--- src/rtl/core/oaht_pkg.sv ---
package oaht_pkg;

   localparam int TABLE_SLOTS = 1024;
   localparam int KEY_BITS    = 32;
   localparam int IDX_BITS    = $clog2(TABLE_SLOTS);
   localparam int CNT_BITS    = $clog2(TABLE_SLOTS + 1);

   typedef enum logic [1:0] {
      OP_LOOKUP = 2'd0,
      OP_INSERT = 2'd1,
      OP_REMOVE = 2'd2,
      OP_CLEAR  = 2'd3
   } opcode_type;

   typedef enum logic [1:0] {
      ST_EMPTY    = 2'd0,
      ST_OCCUPIED = 2'd1,
      ST_REMOVED  = 2'd2
   } status_type;

   typedef struct packed {
      logic [1:0]  opcode;
      logic [31:0] key;
      logic [9:0]  home_hash;
   } req_type;

   typedef struct packed {
      logic        success;
      logic [10:0] slot_index;
      logic [10:0] element_count;
   } rsp_type;

   typedef struct packed {
      opcode_type            op;
      logic [KEY_BITS-1:0]   key;
      logic [IDX_BITS-1:0]   home;
   } cmd_type;

   typedef enum logic [3:0] {
      BK_IDLE,
      BK_READ,
      BK_EVAL,
      BK_SCAN_READ,
      BK_SCAN_EVAL,
      BK_WRITE,
      BK_CLEAR,
      BK_DONE
   } back_state_type;

endpackage

--- src/rtl/core/oaht_front.sv ---
module oaht_front (
   input  logic               clock,
   input  logic               reset,
   input  logic               req_valid,
   output logic               req_ready,
   input  oaht_pkg::req_type  req_data,
   output logic               cmd_valid,
   input  logic               cmd_ready,
   output oaht_pkg::cmd_type  cmd_data
);

   oaht_pkg::cmd_type q_ff [2];
   oaht_pkg::cmd_type q_in;
   logic              wr_ptr_ff, rd_ptr_ff;
   logic [1:0]        fill_ff;
   logic              push, pop;

   assign req_ready = (fill_ff != 2'd2);
   assign push      = req_valid && req_ready;
   assign cmd_valid = (fill_ff != 2'd0);
   assign pop       = cmd_valid && cmd_ready;
   assign cmd_data  = q_ff[rd_ptr_ff];

   always_comb begin
      q_in.op   = oaht_pkg::opcode_type'(req_data.opcode);
      q_in.key  = req_data.key[oaht_pkg::KEY_BITS-1:0];
      q_in.home = oaht_pkg::IDX_BITS'(oaht_pkg::CNT_BITS'(req_data.home_hash)
                  % oaht_pkg::CNT_BITS'(oaht_pkg::TABLE_SLOTS));
   end

   always_ff @(posedge clock) begin
      if (push) begin
         q_ff[wr_ptr_ff] <= q_in;
      end
      if (reset) begin
         wr_ptr_ff <= 1'b0;
         rd_ptr_ff <= 1'b0;
         fill_ff   <= 2'd0;
      end else begin
         if (push) wr_ptr_ff <= ~wr_ptr_ff;
         if (pop)  rd_ptr_ff <= ~rd_ptr_ff;
         fill_ff <= fill_ff + 2'(push) - 2'(pop);
      end
   end

endmodule

--- config.mk ---
export PLATFORM = sky130hd
export DESIGN_NAME = oaht_front
export DESIGN_NICKNAME = d
export VERILOG_FILES = /design/src/rtl/core/oaht_pkg.sv /design/src/rtl/core/oaht_front.sv
export SDC_FILE = /design/constraint.sdc
export NUM_CORES = 1
export LEC_CHECK = 0
export BUFFER_PORTS_ARGS = -buffer_cell sky130_fd_sc_hd__buf_2
export CAP_MARGIN = 20
export CORE_AREA = 2 2 93 95
export DETAILED_ROUTE_END_ITERATION = 6
export DIE_AREA = 0 0 95 97
export PLACE_DENSITY = 0.72
export SLEW_MARGIN = 20
export SYNTH_ARGS = -nofsm -noshare
export SYNTH_HDL_FRONTEND = slang
export SYNTH_SLANG_ARGS = --single-unit
--- constraint.sdc ---
create_clock -name clock -period 4.06 [get_ports clock]
set_input_delay 0.406 -clock clock [delete_from_list [all_inputs] [get_ports clock]]
set_output_delay 0.406 -clock clock [all_outputs]
set_load 0.02 [all_outputs]
==> flow_summary.yaml, run 1 <==
status:
  status: "complete, no violations"
cells_and_area:
  fillCellCount: 624
  area_delta_synth_final_pct: 21.4
  layout-drive-gt1-share_pct: 60.3
  antenna_cells: 0
  regArea_um2: 2740
  multiInputGateArea_um2: 787
  layout.nets: 312
power_and_ir_drop:
  p_sw_uw: 808
  swShare_pct: 28.9
  ir_worst_vdd_v: 0.000428
  p_leak_uw: 0.00174
  combinationalPowerShare_pct: 27.8
  power_frac_clock_pct: 26.2
  p_seq_share_pct: 46.0
  internal-power_uw: 1990
  power_density_nw_per_um2: 637
clock_tree:
  postCtsHoldBufs: 0
  clk_latency_ps: 360
  cts.clk_slew.worst_paths_ps: 100
  cts_max_path_buffers: 2
  cts_tree: "done"
  cts_buffers: 9
  cts.sinks: 93
  htree_levels: 3
  cts_setup_buffers: 0
  cts_resized: 0
  cts_root_buf: "clkbuf_8"
sta:
  slew_violations: 0
  fmax_mhz: 385
  whs_ps: 224
  timing.final.crit_share_pct: 64.0
  setup_violations: 0
  relSlewSlack_pct: 30.1
  rsz0062_at_grt: "false"
  fin_worst_skew_ps: 12.5
  finalHoldViolations: 0
  post-route-min-period_ps: 2600
  worstMarginPinSlew_ps: 1050
  tns_ps: 0
placement:
  port_buffers: 93
  dp_hpwl_mm: 3.99
  gp_congestion: 0.707
floorplanning:
  fp.dieArea_um2: 9220
  ios: 94
  core_area_um2: 8130
  initial_core_util_pct: 44.5
  die_x_um: 95
  die_h_um: 97
  rows: 33
synthesis:
  synth_fp_nets: 211
  synth_area_um2: 3620
  syn_avg_cell_area_um2: 22.5
  synthCells: 161
  yosysSeqAreaShare_pct: 75.8
  yosysWarnings: 0
  yosys_register_bits: 93
  synth_top_area_share_pct: 73.1
  synthTopCellsByArea: "edfxtp_1 73%, mux2_4 17%, dfxtp_1 2.8%"
  yosysTopAreaCell: "edfxtp_1"
  synth_cell_types: 17
worst_setup_path:
  start_kind: "flip-flop"
  ff2ff_setup_slack_ps: 2120
  crit_required_ps: 3650
  reg2reg_from: "fill_ff[0]"
  r2r-end: "q_ff[0][39]"
  cp_max_fo: 25
  r2r_cells: 4
  arrival_ps: 2190
  crit_type: "flip-flop to output port"
  endpoint_kind: "output port"
  critical_path.endpoint: "cmd_data[30]"
detailed_routing:
  detail_route.wirelength_mm: 5.91
  wl_per_cell_um: 15.9
  ant_nets: 0
  drt_iter0_drc: 61
  drc: 0
  firstDrtPassIters: 4
  num_vias: 1720
  viasPerCell: 4.62
global_route:
  grt_pass1_wl_mm: 9.20
  grt-ovfl-total: 0
  grt_max_degree: 45
  track_usage_pct: 13.7
  antenna_found_initial: 0
  grt_pass1_vias: 1866
hold_path:
  hold_path_class: "primary input to flip-flop"
run:
  drv_cap: 0
-- worst min path at each step --
stage / cells after the start / startpoint / end / slack (ps)
global route: 1 / req_data[10] / q_ff[1][10] / 200
detailed placement: 2 / rd_ptr_ff / rd_ptr_ff / 520
global placement: 2 / rd_ptr_ff / rd_ptr_ff / 500
floorplan: 1 / reset / fill_ff[0] / 480
CTS: 1 / req_data[19] / q_ff[1][19] / 210
finish: 1 / req_data[19] / q_ff[1][19] / 220
-- layer usage --
metal,GRT usage [%],vias up,part of all wire [%]
met5,0,-,0
met4,7.02,0,1.9
met3,4.36,9,5.3
met2,22.7,47,52
met1,15.7,840,40
li1,-,824,-
-- through the flow --
stage / setup WS [ps] / instance area, um^2 / util (%) / instances / total power [uW]
after global routing: 1350 / 4390 / 54.0 / 372 / 2920
after global placement: 1820 / 4150 / 51.0 / 356 / 2090
after floorplan: 1120 / 3620 / - / 161 / 1930
after CTS: 1400 / 4390 / 54.0 / 372 / 2830
after detailed placement: 1810 / 4150 / 51.0 / 356 / 2100
final: 1460 / 4390 / 54.0 / 372 / 2800
-- power by group through the flow --
stage                     clock network, uW  logic (uW)  registers [uW]
after global routing                    789         833            1300
after CTS                               749         794            1290
after global placement                    0         785            1300
final                                   732         778            1290
after floorplan                           0         664            1260
after detailed placement                  0         792            1310
-- state kept, by name, summed over array words and instances (netlist names), named ones only --
signal / cells
wr_ptr_ff: 1
rd_ptr_ff: 1
q_ff: 88
fill_ff: 2
-- placed cells by master, fill, tap and decap left out --
master     instances
and3_2             1
buf_2             93
buf_4              2
bufinv_16          3
clkbuf_1           1
clkbuf_8           9
dfxtp_1            4
dfxtp_2            1
edfxtp_1          88
ha_1               2
inv_1              1
inv_6              3
mux2_2             4
mux2_4            41
nand2_2            1
nand2b_2           1
nor2_1             4
nor2_4             1
nor2b_1            2
o21a_1             1
or2_2              1
xnor2_1            2
xor2_1             1
-- cells in the mapped netlist, drive strengths merged --
| cell type | instances |
|---|---|
| ha | 2 |
| nand2 | 1 |
| nand2b | 1 |
| and3 | 1 |
| mux2 | 45 |
| xnor2 | 2 |
| nor2b | 2 |
| or2 | 1 |
| inv | 1 |
| o21a | 1 |
| buf | 5 |
| edfxtp | 88 |
| xor2 | 1 |
| nor2 | 5 |
| dfxtp | 5 |
-- worst max-delay path, cell delays in order (launching register included) --
cell     delay [ps]
dfxtp_2         840
buf_4           470
mux2_4          340
buf_2           160
-- cells by family (layout without fill, tap and decap cells) --
group | after synthesis | count (layout) | synth area share, %
and+or+nand+nor | 11 | 11 | 1.63
DFF | 93 | 93 | 75.8
buffers and inverters | 6 | 112 | 2.63
AOI/OAI and AO/OA | 1 | 1 | 0.208
xor gates and xnor gates | 3 | 3 | 0.727
adders and majority gates | 2 | 2 | 0.692
muxes | 45 | 45 | 18.3
-- final cells by class --
type | count | area share (%)
Clock inverter | 6 | 2.65
Inverter | 1 | 0.0855
Timing Repair Buffer | 95 | 10.9
Clock buffer | 10 | 2.91
Tap cell | 105 | 2.99
Sequential cell | 93 | 62.5
Multi-Input combinational cell | 62 | 17.9
(Power assumes the default switching activity.)
==> run 2, diff against run 1 <==
Clock period 4.06 ns to 2.4 ns, I/O delays scaled along.
==> run 2 against run 1 <==
Effect of this change: via count increased by 0.64%; clock skew decreased by 6.5 ps; design area increased by 0.11%; non-clock buffer count increased by 2; sequential share of layout area decreased by 0.071 points; worst setup slack got worse by 810 ps; clock power increased by 37%; final cell count increased by 0.54%; utilization increased by 0.062 points; highest routed layer unchanged.
==> flow_summary.yaml, run 2 (same netlist as run 1, synthesis figures left out) <==
global_route:
  grt-ovfl-total: 0
  track_usage_pct: 12.9
  antenna_found_initial: 0
  use_met1_pct: 13.9
  grt_pass1_wl_mm: 8.80
  grt_max_degree: 45
  grt-busiest-layer: "met2"
  grt_pass1_vias: 1830
  met3_usage_pct: 3.82
  use_met2_pct: 23.2
sta:
  worstMarginPinSlew_ps: 263
  relSlewSlack_pct: 82.4
  fmax_mhz: 571
  whs_ps: 79.1
  timing.final.crit_share_pct: 72.9
  tns_ps: 0
  slew_violations: 0
  finalHoldViolations: 0
  fin_worst_skew_ps: 6.04
  setup_violations: 0
  rsz0062_at_grt: "false"
  post-route-min-period_ps: 1750
clock_tree:
  clk_latency_ps: 340
  cts.sinks: 93
  cts.clk_slew.worst_paths_ps: 90
  cts_setup_buffers: 0
  cts_resized: 0
  cts_tree: "done"
  postCtsHoldBufs: 0
  htree_levels: 3
  cts_max_path_buffers: 2
  cts_root_buf: "clkbuf_8"
  cts_buffers: 9
cells_and_area:
  layout.nets: 314
  final_common_cell: "buf_2"
  fillCellCount: 649
  final_cell_mix: "93 x buf_2, 88 x edfxtp_1, 41 x mux2_4"
  reg_top3: "q_ff x88, fill_ff x2"
  antenna_cells: 0
  largest_reg_flops: 88
  area_delta_synth_final_pct: 21.6
  largest_register: "q_ff"
  stdcell_area_um2: 4400
  layout-drive-gt1-share_pct: 60.6
  fin_cells: 374
status:
  status: "complete, no violations"
detailed_routing:
  firstDrtPassIters: 4
  viasPerCell: 4.63
  drc: 0
  ant_nets: 0
  wl_per_cell_um: 15.3
  detail_route.wirelength_mm: 5.73
  drt_iter0_drc: 57
  num_vias: 1731
floorplanning:
  ios: 94
  initial_core_util_pct: 44.5
  rows: 33
  fp.dieArea_um2: 9220
  die_h_um: 97
  core_area_um2: 8130
  die_x_um: 95
placement:
  gp_congestion: 0.657
  dp_hpwl_mm: 3.83
  placed_cells: 358
  port_buffers: 93
  place_area_um2: 4200
worst_setup_path:
  crit_buf_inv: 2
  critical-path-max-stage-delay_ps: 380
  cp_max_fo: 33
  crit_required_ps: 2160
  worstPathCellList: "buf_12 > mux2_2 > buf_2"
  endpoint_kind: "output port"
  slowest_stage: "mux2_2"
  arrival_ps: 1510
  start_kind: "flip-flop"
  crit_family: "buffers and inverters"
  crit_type: "flip-flop to output port"
run:
  drv_cap: 0
power_and_ir_drop:
  ir_worst_vdd_v: 0.000609
  power_density_nw_per_um2: 1030
  fin_total_pwr_uw: 4540
  p_leak_uw: 0.00173
hold_path:
  hold_path_class: "primary input to flip-flop"
-- run 2: cell types whose count changed in the layout (fill, tap and decap cells not counted), sizes merged --
cell and change:
inv -1, clkinvlp +1, clkinv +3, buf +2
clkbuf -1, bufinv -2
-- run 2: worst register-to-register path, cell delays in order, from the launching register on --
cell and delay (ps):
dfxtp_1 370, nand2b_2 170, nand2_2 100, ha_1 280
inv_1 60, ha_1 160, xor2_1 190, xnor2_1 140
nor2_1 60
-- run 2: area by class of cell --
class                      count  area, um^2  area share [%]
multi-input combinational     62         787            17.9
timing repair buffer          97         533            12.1
clock buffer                   9         124            2.82
tap                          105         131            2.99
clock inverter                 7        72.6            1.65
inverter                       1        3.75          0.0854
sequential                    93        2740            62.4
-- run 2: where the power goes --
| group | internal [uW] | switching (uW) | total (uW) |
|---|---|---|---|
| registers | 2040 | 70.0 | 2110 |
| logic | 660 | 772 | 1430 |
| clock network | 485 | 519 | 1000 |
| total | 3180 | 1360 | 4540 |
-- run 2: path summary, 6_finish.rpt --
| path | startpoint | end | slack (ps) | depth (start not counted) |
|---|---|---|---|---|
| setup / recovery | flip-flop | cmd_data[43] | 650 | 3 |
| hold / removal | req_data[43] | q_ff[0][43] | 80 | 1 |
| setup reg to reg | fill_ff[0] | fill_ff[1] | 770 | 8 |
| hold reg to reg | rd_ptr_ff | flip-flop | 530 | 2 |
-- run 2: routing by layer --
layer,share of wire (%),up-vias,wire length (um)
li1,-,831,-
met1,39,835,2210
met2,54,57,3070
met3,6.1,8,351
met4,1.7,0,97
met5,0,-,0
-- run 2: through the flow --
| stage | setup WS, ps | util [%] |
|---|---|---|
| final | 650 | 54.0 |
| after CTS | 628 | 54.0 |
| after global placement | 893 | 51.6 |
| after floorplan | 197 | - |
| after global routing | 595 | 54.0 |
| after detailed placement | 770 | 51.6 |
==> run 3, diff against run 2 <==
Settings changed: PLACE_DENSITY 0.72 to 0.74.
Clock period 2.4 ns to 1.4 ns, I/O delays scaled along.
==> run 3 against run 2 <==
Effect of this change: critical endpoint is now cmd_data[21]; via count grew 14%; first-iteration DRC count grew 19%; clock skew is 1.9 ps higher; final cell count increased by 15%; the flow now finishes with violations (setup timing); critical path type unchanged; sequential share of layout area fell by 10 points; highest routed layer unchanged; hold slack got worse by 60 ps; combinational power rose by 140%; register-to-register slack worse by 900 ps; critical path depth grew 1; total power rose by 95%.
==> flow_summary.yaml, run 3 (same netlist as run 1, synthesis figures left out) <==
status:
  status: "finished, violations left"
  violations: "setup timing"
worst_setup_path:
  reg2reg_from: "fill_ff[1]"
  r2r-end: "fill_ff[1]"
  start_kind: "flip-flop"
  endpoint_kind: "output port"
  cp_max_fo: 5
  arrival_ps: 1450
  ff2ff_setup_slack_ps: -130
  crit_required_ps: 1260
  crit_type: "flip-flop to output port"
  r2r_cells: 7
run:
  drv_cap: 0
sta:
  whs_ps: 18.8
  fmax_mhz: 628
  rsz0062_at_grt: "true"
  relSlewSlack_pct: 88.2
  finalHoldViolations: 0
  fin_ws_ps: -192
  timing.final.crit_share_pct: 114
  setup_violations: 45
  worstMarginPinSlew_ps: 176
  slew_violations: 0
  post-route-min-period_ps: 1590
  fin_worst_skew_ps: 7.92
cells_and_area:
  largest_reg_flops: 88
  largest_register: "q_ff"
  final_cell_mix: "88 x edfxtp_1, 59 x buf_2, 44 x dlygate4sd3_1"
  area_delta_synth_final_pct: 46.2
  antenna_cells: 0
  layout.nets: 370
  layout-drive-gt1-share_pct: 55.1
  reg_top3: "q_ff x88, fill_ff x2"
  final_common_cell: "edfxtp_1"
detailed_routing:
  num_vias: 1976
  detail_route.wirelength_mm: 6.64
  viasPerCell: 4.60
  firstDrtPassIters: 4
  ant_nets: 0
  drt_iter0_drc: 68
  wl_per_cell_um: 15.4
  drc: 0
clock_tree:
  cts_root_buf: "clkbuf_8"
  cts_buffers: 9
  cts.clk_slew.worst_paths_ps: 80
  cts_tree: "done"
  htree_levels: 3
  cts.sinks: 93
  cts_max_path_buffers: 2
  clk_latency_ps: 350
global_route:
  grt_max_degree: 26
  grt_pass1_vias: 2156
  track_usage_pct: 14.7
  antenna_found_initial: 0
  grt-ovfl-total: 0
  grt_pass1_wl_mm: 10.1
floorplanning:
  die_h_um: 97
  fp.dieArea_um2: 9220
  die_x_um: 95
  initial_core_util_pct: 44.5
  core_area_um2: 8130
  ios: 94
  rows: 33
power_and_ir_drop:
  ir_worst_vdd_v: 0.00114
  fin_total_pwr_uw: 8840
  power_density_nw_per_um2: 1670
  p_leak_uw: 0.00209
placement:
  gp_congestion: 0.655
  dp_hpwl_mm: 3.96
  port_buffers: 93
hold_path:
  hold_path_class: "primary input to flip-flop"
  whs_path_depth: 2
  hp-start: "reset"
## run 3: worst max path at each step
stage,from,to,slack (ps),depth (start not counted)
finish,flip-flop,cmd_data[21],-190,4
global route,flip-flop,cmd_data[43],-240,3
global placement,fill_ff[1],fill_ff[1],-60,7
detailed placement,fill_ff[1],fill_ff[1],-150,7
floorplan,fill_ff[0],q_ff[0][0],-250,3
CTS,flip-flop,cmd_data[21],-230,4
## run 3: power breakdown
part | internal [uW] | leakage, uW | total (uW) | switching (uW)
clock network | 835 | 0.0000981 | 1750 | 910
registers | 3500 | 0.000865 | 3650 | 143
logic | 1920 | 0.00112 | 3440 | 1520
total | 6260 | 0.00209 | 8840 | 2580
## run 3: critical path, cell delays in order, from the launching register on
cell and delay, ps:
dfxtp_4 420, buf_12 130, buf_16 120, mux2_4 300, buf_6 130
## run 3: final cells by class
type / count / area, um^2
Clock inverter: 7 / 72.6
Fill cell: 560 / 2850
Sequential cell: 93 / 2750
Clock buffer: 9 / 124
Timing Repair Buffer: 153 / 1380
Multi-Input combinational cell: 62 / 823
Inverter: 1 / 3.75
Tap cell: 105 / 131
## run 3: layer usage
layer,wire [um],up-vias,global-route usage [%]
met5,0,-,0
met2,3710,52,25.9
met1,2560,975,16.6
met3,298,7,3.50
li1,-,942,-
met4,76,0,6.80
## run 3: what timing repair did
item	4_1_cts	5_1_grt
setup buffers	2	0
pin swaps	5	1
hold buffers	44	0
endpoints found under the setup margin	46	45
endpoints found under the hold margin	88	0
resized for setup	28	50
gates cloned	2	0
## run 3: stage by stage
stage / setup TNS (ps) / setup slack [ps] / instance area (um^2) / util, % / std cells
after global routing: -8720 / -244 / 5290 / 65.0 / 430
after global placement: -62.0 / -62.0 / 4320 / 53.1 / 366
final: -6490 / -192 / 5290 / 65.0 / 430
after CTS: -7930 / -230 / 5120 / 62.9 / 430
after floorplan: -18270 / -254 / 3640 / - / 161
after detailed placement: -146 / -146 / 4320 / 53.1 / 366
